<file path="config.mk">
export PLATFORM = sky130hd
export DESIGN_NAME = button_debounce_click_hold_core
export DESIGN_NICKNAME = d
export VERILOG_FILES = /design/src/hdl/bdch_pkg.sv /design/src/hdl/bdch_lane.sv /design/src/hdl/bdch_merge.sv /design/src/hdl/button_debounce_click_hold_core.sv
export SDC_FILE = /design/constraint.sdc
export NUM_CORES = 1
export LEC_CHECK = 0
export BUFFER_PORTS_ARGS = -buffer_cell sky130_fd_sc_hd__clkbuf_2
export CORE_AREA = 4 4 206 208
export CTS_BUF_LIST = sky130_fd_sc_hd__clkbuf_8
export DETAILED_ROUTE_END_ITERATION = 8
export DIE_AREA = 0 0 210 212
export MAX_ROUTING_LAYER = met4
export PLACE_DENSITY = 0.7
export REMOVE_ABC_BUFFERS = 1
export SLEW_MARGIN = 40
export SYNTH_ARGS = -nofsm -noshare
export SYNTH_HDL_FRONTEND = slang
export SYNTH_SLANG_ARGS = --single-unit
export TNS_END_PERCENT = 1
</file>
<file path="constraint.sdc">
create_clock -name clk -period 7.8 [get_ports clk]
set_input_delay 0 -clock clk [delete_from_list [all_inputs] [get_ports clk]]
set_output_delay 0 -clock clk [all_outputs]
set_load 0.01 [all_outputs]
</file>
<file path="src/hdl/bdch_pkg.sv">
// ----------------------------------------------------------------------------
// bdch_pkg: shared types and constants for the button debounce block
// Item layouts, event codes, register indexes and parameter defaults.
// ----------------------------------------------------------------------------
`default_nettype none

package bdch_pkg;

  localparam int NUM_BUTTONS_DEF = 4;
  localparam int AGE_WIDTH_DEF   = 16;
  localparam int IO_BUTTONS      = 4;   // buttons carried by the item fields
  localparam int CFG_WIDTH       = 16;
  localparam int CFG_IDX_WIDTH   = 2;

  localparam logic [CFG_IDX_WIDTH-1:0] CFG_DEBOUNCE = 2'd0;
  localparam logic [CFG_IDX_WIDTH-1:0] CFG_DOUBLE   = 2'd1;
  localparam logic [CFG_IDX_WIDTH-1:0] CFG_HOLD     = 2'd2;

  localparam logic [CFG_WIDTH-1:0] DEBOUNCE_RST = 16'd50;
  localparam logic [CFG_WIDTH-1:0] DOUBLE_RST   = 16'd300;
  localparam logic [CFG_WIDTH-1:0] HOLD_RST     = 16'd1000;

  typedef enum logic [1:0] {
    EV_NONE   = 2'd0,
    EV_CLICK  = 2'd1,
    EV_DOUBLE = 2'd2,
    EV_HOLD   = 2'd3
  } event_t;

  typedef struct packed {
    logic [3:0] raw_levels;
    logic [3:0] clear_mask;
  } in_item_t;

  typedef struct packed {
    logic [1:0] event_button0;
    logic [1:0] event_button1;
    logic [1:0] event_button2;
    logic [1:0] event_button3;
    logic [3:0] pressed_mask;
  } out_item_t;

  typedef struct packed {
    logic [CFG_WIDTH-1:0] debounce_ticks;
    logic [CFG_WIDTH-1:0] double_click_ticks;
    logic [CFG_WIDTH-1:0] hold_ticks;
  } cfg_t;

  // What one lane reports after the tick in hand
  typedef struct packed {
    event_t evt;
    logic   level;
  } lane_status_t;

endpackage

`default_nettype wire

</file>
<file path="src/hdl/bdch_lane.sv">
// ----------------------------------------------------------------------------
// bdch_lane: debounce and click / double click / hold detection, one button
// Holds the per-button state and shows its post-tick values combinationally.
// ----------------------------------------------------------------------------
`default_nettype none

module bdch_lane
  import bdch_pkg::*;
#(
  parameter int AGE_WIDTH = AGE_WIDTH_DEF
) (
  input  wire logic         clk,
  input  wire logic         rst,
  input  wire logic         tick,
  input  wire logic         reading,
  input  wire logic         clear,
  input  wire cfg_t         cfg,
  output lane_status_t      status
);

  localparam int CMP_W = (AGE_WIDTH > CFG_WIDTH) ? AGE_WIDTH : CFG_WIDTH;

  logic                 level, level_next;
  logic                 prev, prev_next;
  logic                 last_raw;
  logic                 pending, pending_next;
  event_t               evt, evt_next;
  logic [AGE_WIDTH-1:0] stable_age, stable_age_next;
  logic [AGE_WIDTH-1:0] press_age, press_age_next;
  logic [AGE_WIDTH-1:0] click_age, click_age_next;

  function automatic logic [AGE_WIDTH-1:0] sat_inc(input logic [AGE_WIDTH-1:0] a);
    sat_inc = (&a) ? a : a + 1'b1;
  endfunction

  logic [CMP_W-1:0] deb_c, dbl_c, hold_c;
  assign deb_c  = CMP_W'(cfg.debounce_ticks);
  assign dbl_c  = CMP_W'(cfg.double_click_ticks);
  assign hold_c = CMP_W'(cfg.hold_ticks);

  always_comb begin
    logic short_press;
    evt_next        = clear ? EV_NONE : evt;
    press_age_next  = sat_inc(press_age);
    click_age_next  = sat_inc(click_age);
    stable_age_next = (reading != last_raw) ? '0 : sat_inc(stable_age);
    level_next      = level;
    pending_next    = pending;

    // accept the level once it has been stable long enough
    if (CMP_W'(stable_age_next) > deb_c && reading != level) begin
      level_next = reading;
      if (reading) begin
        press_age_next = '0;
      end
    end

    short_press = CMP_W'(press_age_next) < hold_c;

    if (level_next && evt_next == EV_NONE && !short_press) begin
      evt_next     = EV_HOLD;
      pending_next = 1'b0;
    end else begin
      if (!level_next && prev && short_press) begin
        if (pending && CMP_W'(click_age_next) <= dbl_c) begin
          evt_next     = EV_DOUBLE;
          pending_next = 1'b0;
        end else begin
          pending_next   = 1'b1;
          click_age_next = '0;
        end
      end
      if (pending_next && evt_next == EV_NONE && CMP_W'(click_age_next) > dbl_c) begin
        evt_next     = EV_CLICK;
        pending_next = 1'b0;
      end
    end
    prev_next = level_next;
  end

  always_ff @(posedge clk) begin
    if (rst) begin
      level      <= 1'b0;
      prev       <= 1'b0;
      last_raw   <= 1'b0;
      pending    <= 1'b0;
      evt        <= EV_NONE;
      stable_age <= '0;
      press_age  <= '0;
      click_age  <= '0;
    end else if (tick) begin
      level      <= level_next;
      prev       <= prev_next;
      last_raw   <= reading;
      pending    <= pending_next;
      evt        <= evt_next;
      stable_age <= stable_age_next;
      press_age  <= press_age_next;
      click_age  <= click_age_next;
    end
  end

  assign status.evt   = evt_next;
  assign status.level = level_next;

endmodule

`default_nettype wire

</file>
<file path="src/hdl/bdch_merge.sv">
// ----------------------------------------------------------------------------
// bdch_merge: gather lane results into the output item register
// Packs the reported buttons into one result and holds it while stalled.
// ----------------------------------------------------------------------------
`default_nettype none

module bdch_merge
  import bdch_pkg::*;
#(
  parameter int NUM_BUTTONS = NUM_BUTTONS_DEF
) (
  input  wire logic                            clk,
  input  wire logic                            rst,
  input  wire logic                            load,
  input  wire logic                            drain,
  input  wire lane_status_t [NUM_BUTTONS-1:0]  status,
  output logic                                 out_valid,
  output out_item_t                            out_item
);

  logic [IO_BUTTONS-1:0][1:0] evts;
  logic [IO_BUTTONS-1:0]      levels;
  out_item_t                  item_next;

  for (genvar i = 0; i < IO_BUTTONS; i++) begin : g_pick
    if (i < NUM_BUTTONS) begin : g_real
      assign evts[i]   = status[i].evt;
      assign levels[i] = status[i].level;
    end else begin : g_absent
      assign evts[i]   = 2'b00;
      assign levels[i] = 1'b0;
    end
  end

  always_comb begin
    item_next.event_button0 = evts[0];
    item_next.event_button1 = evts[1];
    item_next.event_button2 = evts[2];
    item_next.event_button3 = evts[3];
    item_next.pressed_mask  = levels;
  end

  always_ff @(posedge clk) begin
    if (rst) begin
      out_valid <= 1'b0;
    end else if (load) begin
      out_valid <= 1'b1;
    end else if (drain) begin
      out_valid <= 1'b0;
    end
  end

  always_ff @(posedge clk) begin
    if (load) begin
      out_item <= item_next;
    end
  end

endmodule

`default_nettype wire

</file>
<file path="src/hdl/button_debounce_click_hold_core.sv">
// ----------------------------------------------------------------------------
// button_debounce_click_hold_core: multi-button debounce and gesture detect
// One lane per button debounces its level and latches click, double click
// or hold; a merge stage packs the lanes into one result item per tick.
// ----------------------------------------------------------------------------
//
//   channel  direction  handshake             payload
//   in       input      in_valid / in_stall   in_item  (raw_levels, clear_mask)
//   out      output     out_valid / out_stall out_item (events, pressed_mask)
//   cfg      input      cfg_valid / cfg_ready cfg_index, cfg_data
//
// One tick item per clock while not stalled; its result appears in the cycle
// after acceptance, set by the single output register behind the lane logic.
// Reset clears all lane state and loads the register defaults (50/300/1000).
// in_stall rises only while a result waits and out_stall holds it; an item
// is taken in the same cycle the waiting result leaves.
// cfg_ready is always high; writes to an unknown index are dropped.
//
`default_nettype none

module button_debounce_click_hold_core
  import bdch_pkg::*;
#(
  parameter int NUM_BUTTONS = NUM_BUTTONS_DEF,
  parameter int AGE_WIDTH   = AGE_WIDTH_DEF
) (
  input  wire logic                     clk,
  input  wire logic                     rst,
  input  wire logic                     in_valid,
  output logic                          in_stall,
  input  wire in_item_t                 in_item,
  output logic                          out_valid,
  input  wire logic                     out_stall,
  output out_item_t                     out_item,
  input  wire logic                     cfg_valid,
  output logic                          cfg_ready,
  input  wire logic [CFG_IDX_WIDTH-1:0] cfg_index,
  input  wire logic [CFG_WIDTH-1:0]     cfg_data
);

  cfg_t                              cfg;
  lane_status_t [NUM_BUTTONS-1:0]    status;
  logic                              tick;

  // Stall input only while the output register is full and held
  assign in_stall  = out_valid && out_stall;
  assign tick      = in_valid && !in_stall;
  assign cfg_ready = 1'b1;

  // Register file: three tick thresholds
  always_ff @(posedge clk) begin
    if (rst) begin
      cfg.debounce_ticks     <= DEBOUNCE_RST;
      cfg.double_click_ticks <= DOUBLE_RST;
      cfg.hold_ticks         <= HOLD_RST;
    end else if (cfg_valid && cfg_ready) begin
      unique case (cfg_index)
        CFG_DEBOUNCE: cfg.debounce_ticks     <= cfg_data;
        CFG_DOUBLE:   cfg.double_click_ticks <= cfg_data;
        CFG_HOLD:     cfg.hold_ticks         <= cfg_data;
        default:      ;
      endcase
    end
  end

  // One lane per button; buttons past the item fields see a released level
  for (genvar b = 0; b < NUM_BUTTONS; b++) begin : g_lane
    logic reading, clear;
    if (b < IO_BUTTONS) begin : g_io
      assign reading = in_item.raw_levels[b];
      assign clear   = in_item.clear_mask[b];
    end else begin : g_idle
      assign reading = 1'b0;
      assign clear   = 1'b0;
    end

    bdch_lane #(
      .AGE_WIDTH (AGE_WIDTH)
    ) u_lane (
      .clk     (clk),
      .rst     (rst),
      .tick    (tick),
      .reading (reading),
      .clear   (clear),
      .cfg     (cfg),
      .status  (status[b])
    );
  end

  bdch_merge #(
    .NUM_BUTTONS (NUM_BUTTONS)
  ) u_merge (
    .clk       (clk),
    .rst       (rst),
    .load      (tick),
    .drain     (!out_stall),
    .status    (status),
    .out_valid (out_valid),
    .out_item  (out_item)
  );

  // Checks on the flow through the output register
  a_stall_needs_result: assert property (@(posedge clk) disable iff (rst)
    in_stall |-> out_valid)
    else $error("input stalled with no result waiting");

  a_accept_gives_result: assert property (@(posedge clk) disable iff (rst)
    tick |=> out_valid)
    else $error("accepted item produced no result");

  a_no_invented_result: assert property (@(posedge clk) disable iff (rst)
    (!out_valid && !tick) |=> !out_valid)
    else $error("result appeared without an accepted item");

  a_taken_result_clears: assert property (@(posedge clk) disable iff (rst)
    (out_valid && !out_stall && !tick) |=> !out_valid)
    else $error("delivered result repeated");

endmodule

`default_nettype wire
</file>
* Word-level counts from Yosys, hierarchy flattened
Index checks and enable logic that the tools add are counted.
** Storage, ports and cells
- Flip-flop bits (word level) :: 273
- Latch bits :: 0
- RAM bits :: 0
- Memory bits (read-only) :: 0
- Input bits :: 31
- Output and inout bits :: 15
- Word-level logic and storage cells :: 233
- Memories kept :: 0
** Cells by class
- $add $sub $neg :: 12
- Multiply operators :: 0
- Divide/modulo/power cells :: 0
- Magnitude comparators :: 16
- Equal/unequal tests :: 11
- Shifts and indexed selects :: 0
- Muxes and demuxes :: 90
- Bitwise logic cells :: 0
- Reduce and logical (&&, ||, !) cells :: 67
** Operators by type and width (count)
- $mux 16 :: 40
- $add 16x1->16 const B :: 12
- $reduce_and 16->1 :: 12
- $gt 16x16->1 :: 8
- $le 16x16->1 :: 4
- $lt 16x16->1 :: 4
- $mux 2 :: 24
- $logic_and 1x1->1 :: 34
- $mux 1 :: 26
- $logic_not 2->1 :: 9
- $logic_not 1->1 :: 9
- $ne 1x1->1 :: 8
- $reduce_and 2->1 :: 3
- $eq 2x1->1 const B :: 1
- $eq 2x2->1 const B :: 1
- $ne 2x1->1 const B :: 1

* Longest topological paths before layout
Gate-level depths: netlist of the first run.
- Word-level depth :: 16
- Depth in mapped cells :: 40
- Mapped depth without buffers :: 33

* Cells and area by module
From an unflattened synthesis of the first run, not the netlist that was laid out.
** Unflattened totals
- Cells, all modules :: 2918
- Area, all modules :: 22581.7 sq um
** Modules (own cells, without submodules)
- bdch_lane (g_lane[2].u_lane) :: times used 1, cells an instance 698, area an instance 5187.5 sq um, sequential area each 1061.0 sq um
- bdch_lane (g_lane[0].u_lane) :: times used 1, cells an instance 693, area an instance 5161.2 sq um, sequential area each 1061.0 sq um
- bdch_lane (g_lane[1].u_lane) :: times used 1, cells an instance 676, area an instance 5011.1 sq um, sequential area each 1061.0 sq um
- bdch_lane (g_lane[3].u_lane) :: times used 1, cells an instance 642, area an instance 4833.4 sq um, sequential area each 1061.0 sq um
- button_debounce_click_hold_core :: times used 1, cells an instance 193, area an instance 1989.4 sq um, sequential area each 960.9 sq um
- bdch_merge :: times used 1, cells an instance 16, area an instance 399.1 sq um, sequential area each 380.4 sq um

* Worst setup path before layout of the first run
Ideal clock, no wire load.
- Path type :: register -> register
- From :: register g_lane[1].u_lane.stable_age[4]
- To :: register g_lane[1].u_lane.pending
- Library setup time :: 0.115 ns
- Data arrival time :: 7.606 ns
- Data required time :: 7.685 ns
- Path slack :: 0.078 ns
- Cell stages (with the launch flop) :: 34
- Path buffers :: 5
- Clock period less this slack :: 7.722 ns
- Cell sequence :: dfxtp_1 clkbuf_1 and4_1 nand4_1 o41a_1 and2_1 and3_1 xnor2_1 nor2_1 ha_1 nand4_1 a2111o_1 a31oi_1 and3b_1 clkbuf_1 clkbuf_1 nor2_1 ha_1 a21oi_1 o21ai_0 o21a_1 a2111oi_2 o2111ai_4 nor2_2 buf_4 buf_2 a21oi_1 ha_1 nand4_1 or2_2 o31a_1 a2111oi_4 nand3_1 and3_1
** Between the ends
- Elaborated cells on any way between the ends :: 27
- Those cells by class :: add/sub (1); order compare (3); mux (12); reduce/logical (11)
** RTL lines
- from (decl) :: RTL line bdch_lane.sv:28 : logic [AGE_WIDTH-1:0] stable_age, stable_age_next;
- from (signal assigned) :: RTL line bdch_lane.sv:97 : stable_age <= stable_age_next;
- $add 16x1->16 / $reduce_and 16->1 (equally long branches) :: RTL line bdch_lane.sv:33 : sat_inc = (&a) ? a : a + 1'b1;
- $mux 16 (*) :: RTL line bdch_lane.sv:33
- $mux 16 (*) :: RTL line bdch_lane.sv:46 : stable_age_next = (reading != last_raw) ? '0 : sat_inc(stable_age);
- via g_lane[1].u_lane.stable_age_next[9] :: RTL line bdch_lane.sv:28
- $gt 16x16->1 (*) :: RTL line bdch_lane.sv:51 : if (CMP_W'(stable_age_next) > deb_c && reading != level) begin
- $logic_and 1x1->1 (*) :: RTL line bdch_lane.sv:51
- $mux 16 (*) :: RTL line bdch_lane.sv:51
- via g_lane[1].u_lane.press_age_next[5] :: RTL line bdch_lane.sv:29 : logic [AGE_WIDTH-1:0] press_age, press_age_next;
- $lt 16x16->1 (*) :: RTL line bdch_lane.sv:58 : short_press = CMP_W'(press_age_next) < hold_c;
- parallel branches: the longest is 7 deep, another holds $gt 16x16->1
- $mux 1 (*) :: RTL line bdch_lane.sv:60 : if (level_next && evt_next == EV_NONE && !short_press) begin
- to (signal assigned) :: RTL line bdch_lane.sv:95 : pending <= pending_next;
- to (decl) :: RTL line bdch_lane.sv:26 : logic pending, pending_next;
Mark *: on every way through the listed nets, which the timed path passes. The select of a mux whose other input is x is not followed.
A chain may end at the register's enable or synchronous reset.

* Final worst setup path of the first run
- From :: register g_lane[1].u_lane.stable_age[6]
- To :: register u_merge.out_item[8] (netlist name)
** Between the ends
- Elaborated cells on any way between the ends :: 27
- Those cells by class :: add/sub (1); order compare (3); mux (12); reduce/logical (11)
** RTL lines
- $add 16x1->16 / $reduce_and 16->1 (equally long branches) :: RTL line bdch_lane.sv:33
- $mux 16 (*) :: RTL line bdch_lane.sv:33
- $mux 16 (*) :: RTL line bdch_lane.sv:46
- via g_lane[1].u_lane.stable_age_next[9] :: RTL line bdch_lane.sv:28
- $gt 16x16->1 (*) :: RTL line bdch_lane.sv:51
- $logic_and 1x1->1 (*) :: RTL line bdch_lane.sv:51
- $mux 16 (*) :: RTL line bdch_lane.sv:51
- via g_lane[1].u_lane.press_age_next[7] :: RTL line bdch_lane.sv:29
- $lt 16x16->1 (*) :: RTL line bdch_lane.sv:58
- parallel branches: the longest is 7 deep, another holds $gt 16x16->1
- $mux 2 (*) :: RTL line bdch_lane.sv:60
- via g_lane[1].u_lane.evt_next[0] :: RTL line bdch_lane.sv:27 : event_t evt, evt_next;
Marked as above.

==> results.toml, run 1 <==
[run_status]
status = "completed"

[floorplan]
dieArea_mm2 = 0.0445
core_area_mm2 = 0.0406
io_pins = 46
row_count = 74
start_util_pct = 51.7
chipHeight_um = 212
die_x_um = 210

[route]
drt_iter0_markers = 1940
viasPerCell = 6.06
dr.pass1.iters = 6
wire_per_inst_um = 18.5
antenna_left = 0
wirelength_um = 63100
drcViolationCount = 0
vias = 20600

[placed_design]
dp_hpwl_um = 43900
place_congestion = 0.947
io_buffers = 44

[sta]
fin_crit_ns = 7.45
fmax_ghz = 0.134
setup_viol = 0
whs_ns = 0.0449
slew_headroom_pct = 30.7
skew_ns = 0.0307
tns_ns = 0
slew_violations = 0
period_share_pct = 95.5
worst_pin_slew_ns = 1.03
final_hold_viol_count = 0

[synthesis]
syn_avg_cell_area_um2 = 7.57
ys_warn_count = 0
synth_enable_flop_cells = 12
syn_inst = 2771
ys.flop_type = "dfxtp_1"
ys_async_sr_fraction_pct = 0
synth.distinct_cells = 84
ys_seq_area_share_pct = 26.6
synth-seq-cells = 273
syn_area_mm2 = 0.0210

[worst_setup_path]
startpoint_type = "register"
critPathCaptureType = "register"
cpMaxStageDelayCell = "o41a_1"
critPathArrivalTime_ns = 7.84
criticalPathCategory = "reg2reg"
worstPathRequired_ns = 8.19
rrSetupSlack_ns = 0.35
slowest_delay_ns = 0.51
crit_fanout = 25

[layout]
nets = 3134
areaGrowthSynthToFinish_pct = 11.9
post-route-util_pct = 57.9
layout-drive-gt1-share_pct = 8.45
diodes = 0

[clock_tree]
clkTransAtPathRegs_ns = 0.07
numCtsBuffers = 51
htreeDepth = 2
cts_tree = "yes"
clock-sinks = 273
cts_buffer_depth = 3
clkLatencyLatePin_ns = 0.66
cts_root_buffer = "clkbuf_8"

[pwr]
total_power_w = 0.00325
p_leak_nw = 9.85
power_density_mw_per_mm2 = 138
ir_drop_v = 0.000129

[global_routing]
antenna_found_initial = 0
grt_use_total_pct = 28.1
overflow = 0
grt_pass1_wl_um = 99700
grt_max_degree = 174
grt_pass1_vias = 19300

[worst_hold_path]
hp-class = "in2reg"

[flow_run]
cap_violations = 0
-- what timing repair did --
| item | 4_1_cts | 5_1_grt |
|---|---|---|
| endpoints found under the hold margin | 118 | 0 |
| pin swaps | 0 | 14 |
| cloned | 0 | 3 |
| buffers inserted | 0 | 8 |
| hold buffers | 34 | 0 |
| setup endpoints to repair | 4 | 12 |
| resized for setup | 3 | 34 |
-- registers in the layout (all words and copies together) (netlist names), 4 cells and up --
name / count
cfg: 48
u_merge.out_item: 12
g_lane.u_lane.pending: 4
g_lane.u_lane.click_age: 64
g_lane.u_lane.evt: 8
g_lane.u_lane.stable_age: 64
g_lane.u_lane.last_raw: 4
g_lane.u_lane.press_age: 64
-- final cells by class --
cell class                 count  area (µm²)
fill                        3767       17100
multi-input combinational   2263       14700
sequential                   273        5590
timing repair buffer         137        1090
clock buffer                  65         895
tap                          532         666
inverter                     113         427
clock inverter                26         128
-- power by group --
group | switching (W) | internal, W | leakage (nW)
combinational | 0.000260 | 0.000122 | 7.04
sequential | 0.0000248 | 0.00143 | 2.23
clock | 0.000661 | 0.000750 | 0.575
-- per-layer routing --
metal | track usage [%] | share of wire [%] | up-vias
li1 | - | - | 10100
met2 | 43.6 | 45 | 721
met1 | 37.7 | 45 | 9651
met3 | 4.35 | 7.3 | 151
met5 | - | 0 | -
met4 | 9.74 | 3.4 | 0
-- Yosys cell counts, types with 5 or more instances --
library cell	n	share of area, %
a31oi_1	32	0.95
nor2_1	263	4.7
nor4_1	16	0.48
dfxtp_1	261	25
edfxtp_1	12	1.7
and3b_1	5	0.21
inv_1	112	2.0
clkbuf_1	100	1.8
o21bai_1	7	0.25
a22o_1	22	0.92
nand3b_1	11	0.39
mux2i_1	26	1.2
o21a_1	17	0.61
a21oi_1	301	7.2
ha_1	264	16
xnor2_1	72	3.0
a21o_1	27	0.97
and4_1	31	1.3
nor3_1	60	1.4
a211oi_1	21	0.75
and3_1	31	0.92
and2_1	9	0.27
nor2b_1	48	1.4
a2111oi_0	5	0.21
a21boi_0	5	0.18
o211ai_1	33	1.2
buf_1	5	0.089
nand2_1	397	7.1
xor2_1	63	2.6
nand4_1	85	2.5
or3_1	42	1.3
buf_2	15	0.36
or2_2	8	0.24
or4_1	10	0.36
a22oi_1	6	0.21
nand3_1	129	3.1
o21ai_0	110	2.6
nand2b_1	18	0.54
o31ai_1	11	0.39
-- cells in the final DEF, fill, tap and decap left out, drive strengths merged, types with 60 or more instances in the layout --
cell type / netlist / layout
a21oi: 302 / 302
buf: 25 / 60
clkbuf: 100 / 108
dfxtp: 261 / 261
ha: 264 / 264
inv: 112 / 127
nand2: 397 / 397
nand3: 129 / 129
nand4: 87 / 87
nor2: 264 / 264
nor3: 62 / 63
o21ai: 112 / 112
xnor2: 72 / 72
xor2: 63 / 63
-- path summary, 6_finish.rpt --
kind,start,end,cells after the start
min reg2reg,cfg[40]$_SDFFE_PP0P_,cfg[40]$_SDFFE_PP0P_,2
max,g_lane[1].u_lane.stable_age[6]$_SDFFE_PP0P_,u_merge.out_item[8]$_DFFE_PP_,33
min,out_stall,g_lane[0].u_lane.click_age[1]$_SDFFE_PP0P_,5
max reg2reg,g_lane[1].u_lane.stable_age[6]$_SDFFE_PP0P_,u_merge.out_item[8]$_DFFE_PP_,33
-- critical path, delay by kind of cell, from the launching register on --
kind | cells | cell delay (ns)
AO/OA/AOI/OAI | 16 | 3.48
XOR/XNOR | 1 | 0.19
adder cells (fa/ha/maj) | 3 | 0.91
buffers and inverters | 3 | 0.56
flip-flops | 1 | 0.39
AND/OR/NAND/NOR | 10 | 1.64
-- kinds of logic (layout without fill, tap and decap cells) --
kind of cell	after synthesis	in the layout	share of synthesized area, %
AO/OA/AOI/OAI	644	644	18.6
XOR/XNOR	135	135	5.64
adder cells (fa/ha/maj)	264	264	15.7
buffers and inverters	238	341	4.46
flip-flops	273	273	26.6
multiplexers	28	28	1.35
other	1	1	0.0179
AND/OR/NAND/NOR	1188	1191	27.5
-- per-stage QoR --
| stage | area [µm²] | setup WS (ns) | std cells |
|---|---|---|---|
| 3_5_place_dp | 21900 | -0.125 | 3273 |
| 5_1_grt | 23500 | -0.0330 | 3409 |
| 3_3_place_gp | 21800 | 0.00115 | 3272 |
| 2_1_floorplan | 20500 | -1.28 | 2646 |
| 6_report | 23500 | 0.353 | 3409 |
| 4_1_cts | 23200 | 0.0324 | 3398 |
(Power assumes the default switching activity.)
==> inputs of run 2 (changes only) <==
REMOVE_ABC_BUFFERS = not set   (was 1)
==> run 2 against run 1 <==
Hold slack better by 0.14 ns. Maximum frequency down 0.22%. Critical endpoint unchanged. Register-to-register slack worse by 0.02 ns. Setup slack worse by 0.016 ns. Clock skew up 0.0057 ns. Clock-buffer cell count down 4. Sequential cell count unchanged. Global-route usage down 0.063 points.
==> results.toml, run 2 (synthesis gave the netlist of run 1 again) <==
[route]
viasPerCell = 6.10
drt_iter0_markers = 1798
vias = 20800
wire_per_inst_um = 18.5
drcViolationCount = 0
dr.pass1.iters = 6
wirelength_um = 63200
antenna_left = 0

[clock_tree]
cts_tree = "yes"
cts_root_buffer = "clkbuf_8"
clkTransAtPathRegs_ns = 0.06
clock-sinks = 273
numCtsBuffers = 52
htreeDepth = 2
cts_buffer_depth = 3
clkLatencyLatePin_ns = 0.66

[run_status]
status = "completed"

[layout]
areaGrowthSynthToFinish_pct = 12.2
layout-drive-gt1-share_pct = 8.73
top_regs = "g_lane.u_lane.click_age: 64 flops, g_lane.u_lane.press_age: 64 flops, g_lane.u_lane.stable_age: 64 flops"
post-route-util_pct = 58.0
nets = 3128
layout_common_cells = "nand2_1 (396), a21oi_1 (300), ha_1 (264), nor2_1 (260), dfxtp_1 (257)"
final_cell_area_mm2 = 0.0235
final_common_cell = "nand2_1"

[worst_setup_path]
cpMaxStageDelayCell = "a2111oi_0"
critPathCaptureType = "register"
criticalPathCategory = "reg2reg"
worstPathRequired_ns = 8.18
slowest_delay_ns = 0.54
critPathArrivalTime_ns = 7.85
startpoint_type = "register"
crit_fanout = 8

[sta]
final_hold_viol_count = 0
setup_viol = 0
fmax_ghz = 0.134
period_share_pct = 95.7
slew_headroom_pct = 47.1
rsz0062_at_grt = "true"
skew_ns = 0.0364
slew_violations = 0
worst_pin_slew_ns = 0.791
fin_crit_ns = 7.46
whs_ns = 0.185

[synthesis]
synth.net_count = 3066

[worst_hold_path]
hp-class = "in2reg"

[global_routing]
grt.busiest_layer = "met2"
met1_usage_pct = 36.0
grt_max_degree = 80
antenna_found_initial = 1
global_route.usage.met2_pct = 44.3
grt_util_met3_pct = 4.85
overflow = 0
grt_use_total_pct = 28.1
grt_pass1_vias = 19700
grt_pass1_wl_um = 100000

[floorplan]
chipHeight_um = 212
row_count = 74
io_pins = 46
dieArea_mm2 = 0.0445
core_area_mm2 = 0.0406
start_util_pct = 51.7
die_x_um = 210

[placed_design]
dp_hpwl_um = 44700
place_congestion = 1.00
dpl_cell_area_mm2 = 0.0218
io_buffers = 44

[pwr]
p_leak_nw = 9.89
total_power_w = 0.00341
power_density_mw_per_mm2 = 145
ir_drop_v = 0.000109

[flow_run]
cap_violations = 0
-- run 2: cell count changes in the layout (fill, tap and decap cells not counted), moves of 3 or more --
cell       previous run  this run
buf_6                 2         8
bufinv_16             0         5
inv_1               123       126
clkinv_2              7        14
clkbuf_8             65        61
clkinv_1              4         1
buf_4                51        45
buf_12                5         1
-- run 2: repair_timing --
action,CTS,global route
pin swaps,0,11
hold buffers,32,0
resized for setup,1,45
setup buffers,0,4
endpoints found under the hold margin,119,0
cloned,0,3
setup endpoints to repair,3,12
-- run 2: worst max-delay path: cells and delay by family (launching register included) --
family,cells,cell delay [ns]
buf+inv,2,0.34
compound gates,16,3.65
fa+ha+maj,4,1.12
xor+xnor,1,0.15
flops,1,0.41
simple gates,9,1.53
-- run 2: stage by stage --
stage | instances | setup slack [ns] | TNS (ns)
after global placement | 3271 | 0.107 | 0
after CTS | 3401 | 0.0254 | 0
after floorplan | 2771 | 0.0784 | 0
after detailed placement | 3272 | -0.0548 | -0.100
after global routing | 3409 | -0.0154 | -0.0232
final | 3410 | 0.336 | 0
-- run 2: worst paths after layout --
| check | startpoint | to | slack, ns | cells past startpoint |
|---|---|---|---|---|
| hold / removal | out_stall | g_lane[3].u_lane.click_age[0]$_SDFFE_PP0P_ | 0.18 | 5 |
| setup / recovery | g_lane[1].u_lane.stable_age[0]$_SDFFE_PP0P_ | u_merge.out_item[8]$_DFFE_PP_ | 0.34 | 32 |
| hold reg to reg | cfg[23]$_SDFFE_PP0P_ | cfg[23]$_SDFFE_PP0P_ | 0.45 | 2 |
| setup reg to reg | g_lane[1].u_lane.stable_age[0]$_SDFFE_PP0P_ | u_merge.out_item[8]$_DFFE_PP_ | 0.34 | 32 |
-- run 2: power breakdown --
part / switching (W) / total [W] / internal, W
Combinational: 0.000261 / 0.000385 / 0.000124
Sequential: 0.0000237 / 0.00146 / 0.00143
Clock: 0.000690 / 0.00157 / 0.000883
Total: 0.000975 / 0.00341 / 0.00244
-- run 2: cell type report --
type                    count  area, µm²
fillers                  3689      17000
multi-input cells        2261      14700
flip-flops and latches    273       5590
repair buffers            132       1020
clock buffers              61        840
well taps                 532        666
inverters                 113        427
clock inverters            36        302
diodes                      2       5.00
-- run 2: per-layer routing --
metal	wire (µm)	share of wire, %
met1	27700	44
met2	28600	45
met3	4570	7.2
met4	2360	3.7
met5	0	0
==> inputs of run 3 (changes only) <==
CORE_AREA = 4 4 246 176   (was 4 4 206 208)
DIE_AREA = 0 0 250 180   (was 0 0 210 212)
==> run 3 against run 2 <==
Maximum frequency grew 0.51%. Hold slack gained 0.084 ns. Combinational power shrank 1%. Largest power group is now registers. Highest routed layer unchanged.
==> results.toml, run 3 (synthesis gave the netlist of run 1 again) <==
[worst_setup_path]
rrSetupSlack_ns = 0.37
startpoint_type = "register"
cpMaxStageDelayCell = "o41ai_2"
critPathCaptureType = "register"
endpoint = "u_merge.out_item[4]$_DFFE_PP_"
crit_fanout = 24
cp-startpoint = "g_lane[3].u_lane.stable_age[4]$_SDFFE_PP0P_"
worstPathRequired_ns = 8.15
r2r_end = "u_merge.out_item[4]$_DFFE_PP_"
criticalPathCategory = "reg2reg"
critPathArrivalTime_ns = 7.78
rr_worst_depth = 31
slowest_delay_ns = 0.51
r2r_start = "g_lane[3].u_lane.stable_age[4]$_SDFFE_PP0P_"

[placed_design]
place_congestion = 0.936
dp_slack_ns = -0.0146
dp_hpwl_um = 45400
post-place-cells = 3275
io_buffers = 44

[floorplan]
dieArea_mm2 = 0.0450
row_count = 62
die_x_um = 250
io_pins = 46
chipHeight_um = 180
start_util_pct = 51.5
core_area_mm2 = 0.0407

[route]
viasPerCell = 6.08
antenna_left = 0
wire_per_inst_um = 18.6
drcViolationCount = 0
vias = 20700
wirelength_um = 63400
drt_iter0_markers = 2059
dr.pass1.iters = 8

[sta]
period_share_pct = 95.2
final_hold_viol_count = 0
slew_violations = 0
setup_viol = 0
setup_ws_ns = 0.374
fin_crit_ns = 7.43
fmax_ghz = 0.135
slew_headroom_pct = 41.1
worst_pin_slew_ns = 0.881
skew_ns = 0.0401

[layout]
layout_common_cells = "nand2_1 (396), a21oi_1 (301), ha_1 (264), nor2_1 (260), dfxtp_1 (257)"
nets = 3115
areaGrowthSynthToFinish_pct = 10.8
layout-drive-gt1-share_pct = 7.84
num-fill-cells = 3709
instances_no_fill = 3401
top_regs = "g_lane.u_lane.click_age: 64 flops, g_lane.u_lane.press_age: 64 flops, g_lane.u_lane.stable_age: 64 flops"
diodes = 0
final_common_cell = "nand2_1"

[clock_tree]
htreeDepth = 2
cts_root_buffer = "clkbuf_8"
cts_tree = "yes"
clkTransAtPathRegs_ns = 0.06
cts_buffer_depth = 3
clock-sinks = 273
numCtsBuffers = 46
clkLatencyLatePin_ns = 0.62

[global_routing]
antenna_found_initial = 0
grt_pass1_wl_um = 100000
overflow = 0
grt_use_total_pct = 27.4
grt_pass1_vias = 19100
grt_max_degree = 91

[pwr]
p_leak_nw = 9.75
ir_drop_v = 0.000133
power_density_mw_per_mm2 = 136

[run_status]
status = "completed"

[flow_run]
cap_violations = 0

[synthesis]
synth.net_count = 3066

[worst_hold_path]
hp-class = "in2reg"
run 3: changes by cell type in the layout (fill, tap and decap cells not counted), moves of 3 or more:
cell | before | now
clkinv_2 | 14 | 7
bufinv_16 | 5 | 0
buf_4 | 45 | 41
buf_6 | 8 | 4
clkbuf_8 | 61 | 58
inv_1 | 126 | 129
run 3: layout make-up:
type	instances	area, µm²	area share [%]
Multi-Input combinational cell	2263	14700	63.1
Sequential cell	273	5590	24.0
Timing Repair Buffer	123	953	4.10
Clock buffer	58	798	3.43
Tap cell	544	681	2.93
Inverter	113	427	1.84
Clock inverter	27	126	0.544
run 3: worst min-delay path by stage:
| stage | startpoint | endpoint | depth (start not counted) |
|---|---|---|---|
| 2_1_floorplan | in_valid | u_merge.out_valid$_SDFFE_PP0P_ | 1 |
| 3_3_place_gp | in_valid | u_merge.out_valid$_SDFFE_PP0P_ | 2 |
| 3_5_place_dp | in_valid | u_merge.out_valid$_SDFFE_PP0P_ | 2 |
| 4_1_cts | cfg_data[13] | cfg[29]$_SDFFE_PP0P_ | 4 |
| 5_1_grt | cfg_data[5] | cfg[21]$_SDFFE_PP1P_ | 4 |
| 6_report | cfg_data[5] | cfg[5]$_SDFFE_PP1P_ | 4 |
run 3: metal layers:
layer / vias to the layer above / track usage [%] / part of all wire [%]
met5: - / - / 0
met4: 0 / 7.96 / 2.9
met3: 131 / 4.33 / 8.2
met2: 820 / 39.3 / 41
met1: 9649 / 39.8 / 48
li1: 10100 / - / -
run 3: worst max-delay path: cells and delay by family, from the launching register on:
kind | cells | cell delay [ns]
flip-flops | 1 | 0.47
buffers and inverters | 2 | 0.38
AO/OA/AOI/OAI | 10 | 1.87
AND/OR/NAND/NOR | 15 | 3.30
adder cells (fa/ha/maj) | 3 | 0.96
XOR/XNOR | 1 | 0.17
run 3: timing repair:
action	in CTS	in global routing
pin swaps	0	11
gates resized for setup	2	35
setup buffers	0	7
endpoints found under the setup margin	3	12
endpoints found under the hold margin	116	0
gates cloned	0	3
hold buffers	31	0
run 3: stage by stage:
stage | cell area [µm²] | power [W] | utilization (%) | hold slack (ns) | TNS (ns)
finish | 23200 | 0.00316 | 57.1 | 0.269 | 0
global route | 23200 | 0.00329 | 57.1 | 0.258 | -0.0724
CTS | 23000 | 0.00317 | 56.5 | 0.228 | 0
detailed placement | 21800 | 0.00184 | 53.5 | 0.268 | -0.0146
global placement | 21700 | 0.00183 | 53.4 | 0.257 | 0
floorplan | 21000 | 0.00171 | - | 0.124 | 0
run 3: power by group:
group | leakage (nW) | switching [W] | total [W] | internal, W
logic | 6.97 | 0.000261 | 0.000381 | 0.000121
clock network | 0.545 | 0.000650 | 0.00132 | 0.000672
registers | 2.24 | 0.0000242 | 0.00146 | 0.00143
total | 9.75 | 0.000935 | 0.00316 | 0.00222
